$ cat src/ultrasonic_echo_ranger_core_defines.svh
// Assertion macros for the ranger core.
// UER_ASSERT_SAME: consequent checked in the same cycle as the antecedent.
// UER_ASSERT_NEXT: consequent checked in the cycle after the antecedent.
`ifndef ULTRASONIC_ECHO_RANGER_CORE_DEFINES_SVH
`define ULTRASONIC_ECHO_RANGER_CORE_DEFINES_SVH

`ifndef ASSERT_OFF
`define UER_ASSERT_SAME(lbl, clk, rst_n, ante, cons) \
  lbl: assert property (@(posedge clk) disable iff (!rst_n) (ante) |-> (cons)) \
    else $error("ranger core check failed");
`define UER_ASSERT_NEXT(lbl, clk, rst_n, ante, cons) \
  lbl: assert property (@(posedge clk) disable iff (!rst_n) (ante) |=> (cons)) \
    else $error("ranger core check failed");
`else
`define UER_ASSERT_SAME(lbl, clk, rst_n, ante, cons)
`define UER_ASSERT_NEXT(lbl, clk, rst_n, ante, cons)
`endif

`endif

$ cat src/uer_pkg.sv
`default_nettype none
package uer_pkg;

  localparam int PERIOD_W = 20;
  localparam int CFG_W    = 20;

  typedef logic [1:0] op_t;
  localparam op_t OP_TICK  = 2'd0;
  localparam op_t OP_WRITE = 2'd1;
  localparam op_t OP_READ  = 2'd2;

  typedef logic [1:0] mode_t;
  localparam mode_t MODE_UNSET    = 2'd0;
  localparam mode_t MODE_ONESHOT  = 2'd1;
  localparam mode_t MODE_PERIODIC = 2'd2;

  typedef logic [1:0] status_t;
  localparam status_t ST_OK      = 2'd0;
  localparam status_t ST_EMPTY   = 2'd1;
  localparam status_t ST_STOPPED = 2'd2;
  localparam status_t ST_NOMODE  = 2'd3;

  typedef logic cfg_idx_t;
  localparam cfg_idx_t CFG_MODE   = 1'b0;
  localparam cfg_idx_t CFG_PERIOD = 1'b1;

  localparam logic [PERIOD_W-1:0] PERIOD_RESET = 20'd100000;

  // decoded command for the trigger sequencer
  typedef struct packed {
    logic fire;
    logic set_run;
    logic clr_run;
  } seq_cmd_t;

  typedef struct packed {
    logic trigger;
    logic measuring;
    logic running;
  } seq_stat_t;

endpackage
`default_nettype wire

$ cat src/ultrasonic_echo_ranger_core.sv
// Channel | Direction | Handshake         | Payload
// in_     | input     | in_valid/in_stall | in_operation, in_write_arg, in_echo_level
// out_    | output    | out_valid/out_stall | trigger, read result, fifo_count, measuring
// cfg_    | input     | cfg_we            | cfg_index, cfg_wdata
//
// One request per cycle sustained while out_stall is low; each request passes
// through the input register, then the result register (a single pass of logic).
// The echo, FIFO and trigger state update as each request enters the result register.
// Reset is synchronous, active low; the FIFO contents are not cleared.
// With out_stall high the result holds and one more request is buffered,
// after which in_stall rises.
`default_nettype none
`include "ultrasonic_echo_ranger_core_defines.svh"
module ultrasonic_echo_ranger_core import uer_pkg::*; #(
  parameter int STORE_DEPTH   = 5,
  parameter int TRIGGER_TICKS = 10,
  parameter int WIDTH_BITS    = 16
) (
  input  wire logic             clk,
  input  wire logic             rst_n,
  input  wire logic             cfg_we,
  input  wire cfg_idx_t         cfg_index,
  input  wire logic [CFG_W-1:0] cfg_wdata,
  input  wire logic             in_valid,
  output logic                  in_stall,
  input  wire logic [1:0]       in_operation,
  input  wire logic [7:0]       in_write_arg,
  input  wire logic             in_echo_level,
  output logic                  out_valid,
  input  wire logic             out_stall,
  output logic                  out_trigger_level,
  output logic                  out_read_valid,
  output logic [15:0]           out_read_data,
  output logic [1:0]            out_read_status,
  output logic [2:0]            out_fifo_count,
  output logic                  out_measuring
);

  localparam int CW = $clog2(STORE_DEPTH + 1);

  mode_t               mode_r;
  logic [PERIOD_W-1:0] period_r;

  logic      s1_valid_r;
  op_t       s1_op_r;
  logic [7:0] s1_arg_r;
  logic      s1_echo_r;
  logic      in_take, adv;

  logic                  push, empty_after_push;
  logic [WIDTH_BITS-1:0] push_val, rd_data;
  logic [CW-1:0]         count_nxt;
  logic                  clear, pop, running;
  seq_cmd_t              cmd;
  seq_stat_t             stat;
  status_t               status;

  logic      out_valid_r;
  logic      trig_r, rvalid_r, meas_r;
  status_t   status_r;
  logic [2:0] count_r;

  // configuration
  always_ff @(posedge clk) begin
    if (!rst_n) begin
      mode_r   <= MODE_UNSET;
      period_r <= PERIOD_RESET;
    end else if (cfg_we) begin
      unique case (cfg_index)
        CFG_MODE:   mode_r   <= mode_t'(cfg_wdata[1:0]);
        CFG_PERIOD: period_r <= cfg_wdata[PERIOD_W-1:0];
        default:    ;
      endcase
    end
  end

  // input register
  assign adv      = s1_valid_r && (!out_valid_r || !out_stall);
  assign in_stall = s1_valid_r && out_valid_r && out_stall;
  assign in_take  = in_valid && !in_stall;

  always_ff @(posedge clk) begin
    if (!rst_n) begin
      s1_valid_r <= 1'b0;
    end else if (in_take) begin
      s1_valid_r <= 1'b1;
    end else if (adv) begin
      s1_valid_r <= 1'b0;
    end
  end

  always_ff @(posedge clk) begin
    if (in_take) begin
      s1_op_r   <= in_operation;
      s1_arg_r  <= in_write_arg;
      s1_echo_r <= in_echo_level;
    end
  end

  uer_echo #(
    .WIDTH_BITS (WIDTH_BITS)
  ) u_echo (
    .clk        (clk),
    .rst_n      (rst_n),
    .adv        (adv),
    .echo_level (s1_echo_r),
    .push       (push),
    .push_val   (push_val)
  );

  // command decode; echo push is already folded into empty_after_push
  always_comb begin
    cmd    = '0;
    clear  = 1'b0;
    pop    = 1'b0;
    status = ST_OK;
    case (s1_op_r)
      OP_WRITE: begin
        if (mode_r == MODE_ONESHOT) begin
          clear    = (s1_arg_r != 8'd0);
          cmd.fire = 1'b1;
        end else if (mode_r == MODE_PERIODIC) begin
          if (s1_arg_r == 8'd0) begin
            cmd.clr_run = 1'b1;
          end else if (s1_arg_r == 8'd1) begin
            cmd.set_run = 1'b1;
            cmd.fire    = 1'b1;
          end
        end
      end
      OP_READ: begin
        if (mode_r == MODE_ONESHOT || mode_r == MODE_PERIODIC) begin
          cmd.fire = (mode_r == MODE_ONESHOT);
          if (mode_r == MODE_PERIODIC && !running) begin
            status = ST_STOPPED;
          end else if (empty_after_push) begin
            status = ST_EMPTY;
          end else begin
            pop = 1'b1;
          end
        end else begin
          status = ST_NOMODE;
        end
      end
      default: ;
    endcase
  end

  uer_store #(
    .DEPTH (STORE_DEPTH),
    .WIDTH (WIDTH_BITS)
  ) u_store (
    .clk              (clk),
    .rst_n            (rst_n),
    .adv              (adv),
    .push             (push),
    .push_val         (push_val),
    .clear            (clear),
    .pop              (pop),
    .empty_after_push (empty_after_push),
    .count_nxt        (count_nxt),
    .rd_data_r        (rd_data)
  );

  uer_trig #(
    .TRIGGER_TICKS (TRIGGER_TICKS)
  ) u_trig (
    .clk     (clk),
    .rst_n   (rst_n),
    .adv     (adv),
    .mode    (mode_r),
    .period  (period_r),
    .cmd     (cmd),
    .stat    (stat),
    .running (running)
  );

  // result register
  always_ff @(posedge clk) begin
    if (!rst_n) begin
      out_valid_r <= 1'b0;
    end else if (adv) begin
      out_valid_r <= 1'b1;
    end else if (!out_stall) begin
      out_valid_r <= 1'b0;
    end
  end

  always_ff @(posedge clk) begin
    if (adv) begin
      trig_r   <= stat.trigger;
      meas_r   <= stat.measuring;
      rvalid_r <= pop;
      status_r <= status;
      count_r  <= 3'(count_nxt);
    end
  end

  assign out_valid         = out_valid_r;
  assign out_trigger_level = trig_r;
  assign out_measuring     = meas_r;
  assign out_read_valid    = rvalid_r;
  assign out_read_status   = status_r;
  assign out_read_data     = 16'(rd_data);
  assign out_fifo_count    = count_r;

  `UER_ASSERT_SAME(a_pop_ok, clk, rst_n, out_valid && out_read_valid,
                   out_read_status == ST_OK)
  `UER_ASSERT_SAME(a_trig_in_seq, clk, rst_n, out_valid && out_trigger_level,
                   out_measuring)
  `UER_ASSERT_NEXT(a_buf_drains, clk, rst_n, adv && !in_take, !s1_valid_r)
  `UER_ASSERT_NEXT(a_result_holds, clk, rst_n, out_valid && out_stall && !adv,
                   out_valid && $stable(out_fifo_count))

endmodule
`default_nettype wire

$ cat src/uer_echo.sv
`default_nettype none
module uer_echo import uer_pkg::*; #(
  parameter int WIDTH_BITS = 16
) (
  input  wire logic                  clk,
  input  wire logic                  rst_n,
  input  wire logic                  adv,
  input  wire logic                  echo_level,
  output logic                       push,
  output logic [WIDTH_BITS-1:0]      push_val
);

  logic                  in_echo_r, in_echo_nxt;
  logic [WIDTH_BITS-1:0] width_r, width_nxt;

  always_comb begin
    in_echo_nxt = in_echo_r;
    width_nxt   = width_r;
    push        = 1'b0;
    push_val    = width_r;
    if (echo_level) begin
      if (!in_echo_r) begin
        in_echo_nxt = 1'b1;
        width_nxt   = WIDTH_BITS'(1);
      end else if (width_r != '1) begin
        width_nxt = width_r + WIDTH_BITS'(1);
      end
    end else if (in_echo_r) begin
      push        = 1'b1;
      in_echo_nxt = 1'b0;
      width_nxt   = '0;
    end
  end

  always_ff @(posedge clk) begin
    if (!rst_n) begin
      in_echo_r <= 1'b0;
      width_r   <= '0;
    end else if (adv) begin
      in_echo_r <= in_echo_nxt;
      width_r   <= width_nxt;
    end
  end

endmodule
`default_nettype wire

$ cat src/uer_store.sv
`default_nettype none
module uer_store import uer_pkg::*; #(
  parameter int DEPTH = 5,
  parameter int WIDTH = 16,
  localparam int PW = (DEPTH > 1) ? $clog2(DEPTH) : 1,
  localparam int CW = $clog2(DEPTH + 1)
) (
  input  wire logic             clk,
  input  wire logic             rst_n,
  input  wire logic             adv,
  input  wire logic             push,
  input  wire logic [WIDTH-1:0] push_val,
  input  wire logic             clear,
  input  wire logic             pop,
  output logic                  empty_after_push,
  output logic [CW-1:0]         count_nxt,
  output logic [WIDTH-1:0]      rd_data_r
);

  logic [WIDTH-1:0] mem [DEPTH];

  logic [PW-1:0] head_r, head_nxt;
  logic [CW-1:0] count_r;
  logic [PW-1:0] head_a, head_a_inc, slot;
  logic [CW-1:0] count_a;
  logic [PW:0]   slot_sum;
  logic          bypass;

  always_comb begin
    // push step: drop the oldest entry when full
    head_a  = head_r;
    count_a = count_r;
    if (push && (count_r == CW'(DEPTH))) begin
      head_a  = (head_r == PW'(DEPTH - 1)) ? '0 : head_r + PW'(1);
      count_a = CW'(DEPTH - 1);
    end
    slot_sum = (PW + 1)'(head_a) + (PW + 1)'(count_a);
    slot     = (slot_sum >= (PW + 1)'(DEPTH)) ? PW'(slot_sum - (PW + 1)'(DEPTH))
                                               : PW'(slot_sum);
    if (push) begin
      count_a = count_a + CW'(1);
    end
    empty_after_push = (count_a == '0);

    head_a_inc = (head_a == PW'(DEPTH - 1)) ? '0 : head_a + PW'(1);
    head_nxt   = head_a;
    count_nxt  = count_a;
    if (clear) begin
      head_nxt  = '0;
      count_nxt = '0;
    end else if (pop) begin
      head_nxt  = head_a_inc;
      count_nxt = count_a - CW'(1);
    end
    bypass = push && (slot == head_a);
  end

  always_ff @(posedge clk) begin
    if (adv && push) begin
      mem[slot] <= push_val;
    end
  end

  always_ff @(posedge clk) begin
    if (adv) begin
      if (!pop) begin
        rd_data_r <= '0;
      end else if (bypass) begin
        rd_data_r <= push_val;
      end else begin
        rd_data_r <= mem[head_a];
      end
    end
  end

  always_ff @(posedge clk) begin
    if (!rst_n) begin
      head_r  <= '0;
      count_r <= '0;
    end else if (adv) begin
      head_r  <= head_nxt;
      count_r <= count_nxt;
    end
  end

endmodule
`default_nettype wire

$ cat src/uer_trig.sv
`default_nettype none
module uer_trig import uer_pkg::*; #(
  parameter int TRIGGER_TICKS = 10
) (
  input  wire logic                clk,
  input  wire logic                rst_n,
  input  wire logic                adv,
  input  wire mode_t               mode,
  input  wire logic [PERIOD_W-1:0] period,
  input  wire seq_cmd_t            cmd,
  output seq_stat_t                stat,
  output logic                     running
);

  localparam int PCW = $clog2(TRIGGER_TICKS + 1);

  logic                busy_r, busy_nxt, busy_a;
  logic                run_r, run_nxt;
  logic [PCW-1:0]      pulse_r, pulse_nxt, pulse_a;
  logic [PERIOD_W-1:0] per_r, per_nxt, per_a, per_dec;
  logic                periodic_on;

  assign running = run_r;

  always_comb begin
    run_nxt = run_r;
    if (cmd.set_run) begin
      run_nxt = 1'b1;
    end else if (cmd.clr_run) begin
      run_nxt = 1'b0;
    end

    busy_a  = busy_r;
    pulse_a = pulse_r;
    per_a   = per_r;
    if (cmd.fire && !busy_r) begin
      busy_a  = 1'b1;
      pulse_a = PCW'(TRIGGER_TICKS);
      per_a   = '0;
    end

    stat.trigger   = busy_a && (pulse_a != '0);
    stat.measuring = busy_a;
    stat.running   = run_nxt;

    periodic_on = (mode == MODE_PERIODIC) && run_nxt;
    busy_nxt    = busy_a;
    pulse_nxt   = pulse_a;
    per_nxt     = per_a;
    per_dec     = (per_a != '0) ? per_a - PERIOD_W'(1) : '0;
    if (busy_a) begin
      if (pulse_a != '0) begin
        pulse_nxt = pulse_a - PCW'(1);
        if (pulse_a == PCW'(1)) begin
          if (periodic_on) begin
            per_nxt = (period == '0) ? PERIOD_W'(1) : period;
          end else begin
            busy_nxt = 1'b0;
          end
        end
      end else begin
        per_nxt = per_dec;
        if (per_dec == '0) begin
          if (periodic_on) begin
            pulse_nxt = PCW'(TRIGGER_TICKS);
          end else begin
            busy_nxt = 1'b0;
          end
        end
      end
    end
  end

  always_ff @(posedge clk) begin
    if (!rst_n) begin
      busy_r  <= 1'b0;
      run_r   <= 1'b0;
      pulse_r <= '0;
      per_r   <= '0;
    end else if (adv) begin
      busy_r  <= busy_nxt;
      run_r   <= run_nxt;
      pulse_r <= pulse_nxt;
      per_r   <= per_nxt;
    end
  end

endmodule
`default_nettype wire
$ cat config.mk
export PLATFORM = sky130hd
export DESIGN_NAME = ultrasonic_echo_ranger_core
export DESIGN_NICKNAME = d
export VERILOG_FILES = /design/src/uer_pkg.sv /design/src/ultrasonic_echo_ranger_core.sv /design/src/uer_echo.sv /design/src/uer_store.sv /design/src/uer_trig.sv
export VERILOG_INCLUDE_DIRS = /design/src /design/src/src
export SDC_FILE = /design/constraint.sdc
export NUM_CORES = 1
export LEC_CHECK = 0
export BUFFER_PORTS_ARGS = -buffer_cell sky130_fd_sc_hd__buf_2
export CAP_MARGIN = 10
export CORE_MARGIN = 3
export CORE_UTILIZATION = 44
export CTS_BUF_LIST = sky130_fd_sc_hd__clkbuf_8
export DETAILED_ROUTE_END_ITERATION = 8
export SYNTH_ARGS = -nofsm -noshare
export SYNTH_HDL_FRONTEND = slang
export SYNTH_SLANG_ARGS = --single-unit
export TNS_END_PERCENT = 5
$ cat constraint.sdc
create_clock -name clk -period 6.7 [get_ports clk]
set_input_delay 0.67 -clock clk [delete_from_list [all_inputs] [get_ports clk]]
set_output_delay 0.67 -clock clk [all_outputs]
set_load 0.02 [all_outputs]
# Word-level counts from Yosys, hierarchy flattened
# Memory sizes are Yosys's and may differ from the RTL's. A register that Yosys moved wholly into a read port is not among the register bits.
# Index checks and enable logic that the tools add are counted.
word_totals:
  ff_bits: 92
  latch_bits: 0
  ramBits: 80
  romBits: 0
  in_bits: 37
  n_memories: 1
memory_table:
  columns: ["name", "words", "width", "rd", "rd_clocked_by_memory_dff", "wr", "line", "rtl"]
  rows:
  - ["u_store.mem", 5, 16, 1, 1, 1, "uer_store.sv:20", "logic [WIDTH-1:0] mem [DEPTH];"]
op_classes:
  n_addsub: 9
  n_mul: 0
  n_div: 0
  n_lt_le_gt_ge: 1
  eq_ne: 12
  shift: 0
  n_mux: 61
  bitwise_logic: 1
  reduce_logical: 30
op_table:
  columns: ["cell", "count"]
  rows:
  - ["$mux 20", 7]
  - ["$mux 16", 4]
  - ["$logic_not 20->1", 2]
  - ["$mux 3", 11]
  - ["$mux 1", 27]
  - ["$mux 4", 5]
  - ["$reduce_bool 20->1", 1]
  - ["$sub 20x1->20 const B", 1]
  - ["$add 16x1->16 const B", 1]
  - ["$ne 16x16->1 const B", 1]
  - ["$mux 2", 6]
  - ["$logic_and 1x1->1", 10]
  - ["$add 3x1->3 const B", 3]
  - ["$eq 3x3->1 const B", 3]
  - ["$eq 8x1->1 const B", 1]
  - ["$logic_not 8->1", 1]
  - ["$reduce_bool 8->1", 1]
  - ["$logic_not 1->1", 6]
  - ["$add 3x3->4", 1]
  - ["$eq 2x1->1 const B", 2]
  - ["$eq 2x2->1 const B", 2]
  - ["$eq 4x1->1 const B", 1]
  - ["$ge 4x3->1 const B", 1]
  - ["$reduce_and 2->1", 2]
  - ["other kinds (12)", 14]

# Depth between registers and ports, before layout
# Gate-level depths: netlist of run 1.
logic_depth:
  word_depth: 14
  mapped_depth: 18
  ltp_nobuf: 16

# Hierarchy
# Synthesis of run 1 repeated with hierarchy kept, for this count alone.
hier_totals:
  hier_cells: 955
  hier_area_um2: 9786.9
modules_own_cells:
  columns: ["mod", "n_inst", "cells_per_inst", "area_each_um2", "seq_area_each_um2"]
  rows:
  - ["uer_store", 1, 341, 4717.0, 3002.9]
  - ["uer_trig", 1, 328, 2304.7, 520.5]
  - ["ultrasonic_echo_ranger_core", 1, 149, 1646.6, 1051.0]
  - ["uer_echo", 1, 137, 1118.6, 340.3]

# Worst setup path before layout of run 1
# Ideal clock, no wire load.
synth_path:
  path_type: "reg-to-reg"
  start: "reg s1_echo_r"
  end: "mem u_store.mem[4][0] (enable)"
  setup_ns: 0.409
  arrival_time_ns: 5.027
  path_slack_ns: 1.264
  stages_incl_launch_ff: 16
  period_less_slack_ns: 5.436
  path_cell_list: "edfxtp_1 and3b_1 a21oi_1 a21oi_1 clkbuf_1 clkinv_1 buf_1 fa_1 inv_1 ha_1 nand2b_4 a221o_1 a221o_1 and3_4 or2_2 nor3_1"
synth_between:
  elab_chain_cells: 6
  word_cells_on_any_way: 11
  cone_classes: "add/sub: 2; order compare: 1; mux: 6; reduce/logical: 2"
synth_lines:
  columns: ["item", "line", "rtl"]
  rows:
  - ["start: declaration", "ultrasonic_echo_ranger_core.sv:47", "logic s1_echo_r;"]
  - ["start signal: assignment", "ultrasonic_echo_ranger_core.sv:96", "s1_echo_r <= in_echo_level;"]
  - ["$mux 1 (*)", "uer_echo.sv:21", "if (echo_level) begin"]
  - ["$logic_and 1x1->1", "uer_store.sv:33", "if (push && (count_r == CW'(DEPTH))) begin"]
  - ["$mux 3", "uer_store.sv:33", null]
  - ["$add 3x3->4", "uer_store.sv:37", "slot_sum = (PW + 1)'(head_a) + (PW + 1)'(count_a);"]
  - ["$ge 4x3->1 or $sub 3x3->3 (tied branches)", "uer_store.sv:38", "slot = (slot_sum >= (PW + 1)'(DEPTH)) ? PW'(slot_sum - (PW + 1)'(DEPTH))"]
  - ["$mux 3", "uer_store.sv:38", null]
  - ["end: declaration", "uer_store.sv:20", null]
# Mark *: on every way between the ends. The rest lies on a longest branch, timed or not.

# Worst setup path in the final report of run 1
layout_path:
  start: "reg s1_echo_r"
  end: "reg u_store.rd_data_r[3] (read register of u_store.mem), data pin"
layout_between:
  elab_chain_cells: 11
  word_cells_on_any_way: 12
  cone_classes: "add/sub: 1; mux: 8; reduce/logical: 3"
layout_lines:
  columns: ["item", "line", "rtl"]
  rows:
  - ["$mux 1 (*)", "uer_echo.sv:21", null]
  - ["$logic_and 1x1->1", "uer_store.sv:33", null]
  - ["$mux 3", "uer_store.sv:33", null]
  - ["$add 3x1->3", "uer_store.sv:41", "count_a = count_a + CW'(1);"]
  - ["$mux 3", "uer_store.sv:40", "if (push) begin"]
  - ["$logic_not 3->1", "uer_store.sv:43", "empty_after_push = (count_a == '0);"]
  - ["$mux 1", "ultrasonic_echo_ranger_core.sv:136", "end else if (empty_after_push) begin"]
  - ["$mux 1", "ultrasonic_echo_ranger_core.sv:134", "if (mode_r == MODE_PERIODIC && !running) begin"]
  - ["$mux 1", "ultrasonic_echo_ranger_core.sv:132", "if (mode_r == MODE_ONESHOT || mode_r == MODE_PERIODIC) begin"]
  - ["$mux 1", "ultrasonic_echo_ranger_core.sv:117", "case (s1_op_r)"]
  - ["$logic_not 1->1 (no line)", null, null]
  - ["end: declaration", "uer_store.sv:17", "output logic [WIDTH-1:0] rd_data_r"]
# Marked as above.
# A chain may end at the register's enable or synchronous reset.

==> flow_metrics.env, run 1 <==
export IMPL_run_status="completed"
export IMPL_die_h_um=154
export IMPL_post_drt_via_cell_ratio=5.70
export IMPL_synth_edf_count=115
export IMPL_cts_root_buf="clkbuf_8"
export IMPL_fin_crit_sh_pct=87.0
export IMPL_post_cts_setup_buffer_count=0
export IMPL_drtPass1Iterations=5
export IMPL_crit_fanout=21
export IMPL_cts_made_buffers=17
export IMPL_max_freq_mhz=172
export IMPL_cts_tree="done"
export IMPL_grt_start_max_net_pins=44
export IMPL_drc_errors=0
export IMPL_multi_input_area_mm2=0.00433
export IMPL_h_tree_depth=4
export IMPL_gp_congestion=0.855
export IMPL_powerDensity_mw_per_mm2=203
export IMPL_fin_skew_ns=0.0207
export IMPL_grt_pass1_vias=6980
export IMPL_drt_iter0_markers=553
export IMPL_holdCritPathClass="in2reg"
export IMPL_cp_arrival_ns=6.02
export IMPL_relSlewSlack_pct=26.0
export IMPL_holdBufCountCts=0
export IMPL_max_clock_path_buffers=2
export IMPL_rr_endpoint="u_store.rd_data_r[3]"
export IMPL_critical_path_endpoint="u_store.rd_data_r[3]"
export IMPL_grt_ovfl_total=0
export IMPL_clk_latency_ns=0.49
export IMPL_worstRegToRegCells=14
export IMPL_r2r_start="s1_echo_r"
export IMPL_yosysTopAreaCellShare_pct=36.0
export IMPL_grt_util_all_layers_pct=19.4
export IMPL_worst_pin_slew_ns=1.11
export IMPL_ys_ff_latch=188
export IMPL_diodes=0
export IMPL_yosysMostFrequentCell="nand2_1"
export IMPL_yosysSeqAreaShare_pct=51.2
export IMPL_syn_num_nets=1045
export IMPL_yosysWarnings=0
export IMPL_syn_inst=986
export IMPL_crit_path_start="s1_echo_r"
export IMPL_synthTopCellsByCount="nand2_1 (135), edfxtp_1 (115), dfxtp_1 (73)"
export IMPL_synth_area_mm2=0.00960
export IMPL_fp_dieArea_mm2=0.0236
export IMPL_die_x_um=154
export IMPL_synthToLayoutAreaGrowth_pct=10.1
export IMPL_clk_pin_slew_ns=0.11
export IMPL_maxSlewViolCount=0
export IMPL_nNetsFinal=1079
export IMPL_antenna_found_initial=1
export IMPL_cp_end_kind="flop"
export IMPL_setup_viol=0
export IMPL_syn_avg_cell_area_um2=9.74
export IMPL_port_buffer_count=62
export IMPL_power_leakage_nw=3.87
export IMPL_final_util_pct=49.8
export IMPL_synth_top_area_cell="edfxtp_1"
export IMPL_core_area_mm2=0.0212
export IMPL_io_pin_count=63
export IMPL_drive_gt1_share_pct=13.4
export IMPL_start_kind="flop"
export IMPL_rsz0062_at_grt="no"
export IMPL_required_ns=6.89
export IMPL_fillers=2042
export IMPL_row_count=53
export IMPL_avgRoutedWirePerCell_um=17.6
export IMPL_grt_pass1_wl_um=37200
export IMPL_vias=7452
export IMPL_initial_core_util_pct=45.2
export IMPL_final_setup_tns_ns=0
export IMPL_cts_sinks=188
export IMPL_drv_cap=0
export IMPL_hold_violations=0
export IMPL_ys_flop_type="edfxtp_1"
export IMPL_finalCriticalPeriod_ns=5.83
export IMPL_ff_latch_area_mm2=0.00491
export IMPL_routed_wl_um=23000
export IMPL_synth_distinct_cells=78
export IMPL_synth_area_leaders="edfxtp_1 (36%), dfxtp_1 (15%), nand2_1 (5.3%), a21oi_1 (3.3%), mux2i_1 (2.9%)"
export IMPL_drtAntennaViolNets=0
export IMPL_reg2reg_slack_ns=0.87
export IMPL_synthArstFlopShare_pct=0
export IMPL_crit_type="reg2reg"
export IMPL_dp_hpwl_um=15900
export IMPL_irDropWorstVdd_mv=0.118
export IMPL_post_cts_resized=0
power breakdown:
part | switching [mW] | internal [mW]
combinational | 0.0797 | 0.0422
sequential | 0.0137 | 1.23
clock | 0.480 | 0.292
worst max-delay path, stage by stage (launching register included):
cell and delay (ns):
edfxtp_1 0.55, and3b_1 0.34, a21oi_1 0.10, a21oi_2 0.11
buf_4 0.28, clkinv_1 0.53, fa_1 0.78, inv_1 0.10
ha_1 0.19, nand2b_4 0.14, a221o_1 0.31, a221oi_1 0.63
nand3_1 0.24, a221oi_4 1.00, mux2i_1 0.22
area by class of cell:
class / instances / area share [%]
timing repair buffer: 81 / 4.29
tap: 275 / 3.26
multi-input combinational: 702 / 41.0
inverter: 30 / 1.07
sequential: 188 / 46.5
clock buffer: 17 / 2.21
clock inverter: 15 / 1.67
cell usage in the layout (no fill, tap or decap), types with 12 or more instances in the layout:
cell type,instances
xnor2_1,14
clkbuf_8,17
a211oi_1,34
nor4_1,12
inv_1,28
buf_4,19
ha_1,21
o21ai_0,50
nor2_1,69
nand3_1,27
nor3_1,17
dfxtp_1,73
o31ai_1,19
a31oi_1,15
nand2_1,135
a21oi_1,62
and2_1,12
and3_1,38
buf_2,62
edfxtp_1,115
mux2i_1,28
logic make-up after synthesis:
logic type | synth area share, %
AOI/OAI and AO/OA | 17.3
DFF | 51.2
buffers and inverters | 3.95
muxes | 3.27
xor gates and xnor gates | 1.82
and+or+nand+nor | 19.5
adders and majority gates | 2.95
worst min path at each step:
| stage | startpoint | endpoint | slack [ns] | depth (start not counted) |
|---|---|---|---|---|
| 2_1_floorplan | period_r[0] | period_r[0] | 0.44 | 2 |
| 3_3_place_gp | period_r[0] | period_r[0] | 0.46 | 2 |
| 3_5_place_dp | period_r[0] | period_r[0] | 0.46 | 2 |
| 4_1_cts | in_write_arg[0] | s1_arg_r[0] | 0.33 | 1 |
| 5_1_grt | in_write_arg[0] | s1_arg_r[0] | 0.32 | 1 |
| 6_report | in_write_arg[0] | s1_arg_r[0] | 0.36 | 1 |
registers in the layout, indices dropped and copies added, names as in the netlist, 2 cells and up:
signal / flops
period_r: 20
u_store.count_r: 3
u_store.mem: 80
s1_op_r: 2
out_read_status: 2
u_store.head_r: 3
u_store.rd_data_r: 16
u_trig.per_r: 20
out_fifo_count: 3
u_echo.push_val: 16
mode_r: 2
u_trig.pulse_r: 4
s1_arg_r: 8
metal layers:
layer  global-route usage, %  part of all wire, %  up-vias  wire [um]
met2                    31.5                   48      177      11000
met5                       0                0.056        -         13
li1                        -                    -     3710          -
met1                    26.4                   47     3536      10700
met4                    6.22                  1.9        2        429
met3                    3.46                  3.7       27        858
per-stage QoR:
step                      worst slack, ns  instance area (um2)  instances  hold slack, ns  power [mW]
after floorplan                      1.26                 9600        986           0.437        1.35
after global placement               1.05                10200       1276           0.459        1.40
after detailed placement            0.828                10200       1276           0.463        1.40
after CTS                           0.827                10600       1308           0.335        2.17
after global routing                0.350                10600       1308           0.323        2.23
final                               0.871                10600       1308           0.361        2.14
(Power assumes the default switching activity.)
==> run 2, diff against run 1 <==
- CORE_ASPECT_RATIO: not set -> 0.75
- clock period: 6.7 -> 5.3 ns (I/O delays scaled with it)
==> flow_metrics.env, run 2 (same netlist as run 1, synthesis figures left out) <==
export IMPL_run_status="completed"
export IMPL_regMostFlops="u_store.mem"
export IMPL_largest_reg_flops=80
export IMPL_holdCritPathClass="in2reg"
export IMPL_clk_latency_ns=0.46
export IMPL_crit_type="reg2reg"
export IMPL_final_cell_mix="nand2_1 (135), edfxtp_1 (115), dfxtp_1 (73), nor2_1 (69), buf_2 (62)"
export IMPL_relSlewSlack_pct=21.5
export IMPL_grt_start_max_net_pins=44
export IMPL_cts_tree="done"
export IMPL_pre_cts_ws_ns=0.730
export IMPL_cts_sinks=188
export IMPL_clk_pin_slew_ns=0.11
export IMPL_grt_util_all_layers_pct=21.3
export IMPL_maxSlewViolCount=0
export IMPL_drtPass1Iterations=5
export IMPL_vias=7667
export IMPL_nNetsFinal=1083
export IMPL_antenna_found_initial=0
export IMPL_fin_crit_sh_pct=86.9
export IMPL_cts_root_buf="clkbuf_8"
export IMPL_drv_cap=0
export IMPL_rsz0062_at_grt="no"
export IMPL_total_power_mw=2.64
export IMPL_post_cts_setup_buffer_count=0
export IMPL_grt_ovfl_total=0
export IMPL_power_leakage_nw=3.88
export IMPL_irDropWorstVdd_mv=0.142
export IMPL_die_h_um=134
export IMPL_routed_wl_um=25100
export IMPL_biggestRegsByFlops="u_store.mem: 80 flops, period_r: 20 flops, u_trig.per_r: 20 flops"
export IMPL_io_pin_count=63
export IMPL_port_buffer_count=62
export IMPL_powerDensity_mw_per_mm2=250
export IMPL_core_area_mm2=0.0213
export IMPL_drtAntennaViolNets=0
export IMPL_max_clock_path_buffers=2
export IMPL_finish_instance_area_mm2=0.0106
export IMPL_cp_arrival_ns=4.77
export IMPL_required_ns=5.47
export IMPL_grt_pass1_vias=6783
export IMPL_worst_pin_slew_ns=1.17
export IMPL_start_kind="flop"
export IMPL_postPlaceCellArea_mm2=0.0102
export IMPL_die_x_um=177
export IMPL_row_count=46
export IMPL_setup_viol=0
export IMPL_hold_violations=0
export IMPL_finalCriticalPeriod_ns=4.61
export IMPL_post_drt_via_cell_ratio=5.79
export IMPL_avgRoutedWirePerCell_um=19.0
export IMPL_synthToLayoutAreaGrowth_pct=10.2
export IMPL_post_cts_resized=0
export IMPL_setup_ws_ns=0.694
export IMPL_dp_cells=1293
export IMPL_whs_ns=0.234
export IMPL_stdcell_count=1325
export IMPL_grt_pass1_wl_um=39400
export IMPL_holdBufCountCts=0
export IMPL_drt_iter0_markers=734
export IMPL_dp_hpwl_um=17000
export IMPL_drive_gt1_share_pct=13.8
export IMPL_fp_dieArea_mm2=0.0236
export IMPL_max_freq_mhz=217
export IMPL_h_tree_depth=4
export IMPL_diodes=0
export IMPL_drc_errors=0
export IMPL_final_setup_tns_ns=0
export IMPL_final_util_pct=49.7
export IMPL_crit_fanout=12
export IMPL_gp_congestion=0.928
export IMPL_cp_end_kind="flop"
export IMPL_cts_made_buffers=17
export IMPL_fin_skew_ns=0.0198
export IMPL_mostFrequentLayoutCell="nand2_1"
export IMPL_initial_core_util_pct=45.1
run 2: cell count changes in the layout (fill, tap and decap cells not counted), sizes merged:
cell      change
inv           +1
clkinvlp      -1
buf           +4
run 2: layer usage:
layer	vias up	part of all wire, %	GRT usage (%)
met5	-	0	0
met4	0	0.46	4.32
met3	10	7.7	4.78
met2	280	39	26.9
met1	3656	53	36.1
li1	3721	-	-
run 2: critical path: stages, from the launching register on:
cell and delay (ns):
edfxtp_1 0.37, buf_4 0.18, nand3b_1 0.26, nor2_1 0.23, nor2b_1 0.08, ha_1 0.23
fa_1 0.56, inv_1 0.11, ha_1 0.19, nand2b_4 0.14, a221o_1 0.31, a221o_1 0.37
a21oi_1 0.24, or2_2 0.17, nand3_1 0.16, a21oi_2 0.41, buf_4 0.29
run 2: layout make-up:
type	instances	area, um2
Sequential cell	188	4910
Multi-Input combinational cell	702	4340
Clock inverter	15	129
Timing Repair Buffer	85	483
Clock buffer	17	234
Tap cell	288	360
Fill cell	2017	10700
Inverter	30	113
run 2: final timing paths:
check | startpoint | endpoint | slack, ns | cells past startpoint
worst max-delay path | s1_echo_r | u_store.mem[2][14] | 0.69 | 16
worst min-delay path | in_write_arg[6] | s1_arg_r[6] | 0.23 | 1
worst max register to register | s1_echo_r | u_store.mem[2][14] | 0.69 | 16
worst min register to register | period_r[0] | period_r[0] | 0.49 | 2
run 2: where the power goes:
part / total [mW] / switching, mW / internal, mW
Combinational: 0.164 / 0.110 / 0.0542
Sequential: 1.58 / 0.0184 / 1.56
Clock: 0.900 / 0.557 / 0.343
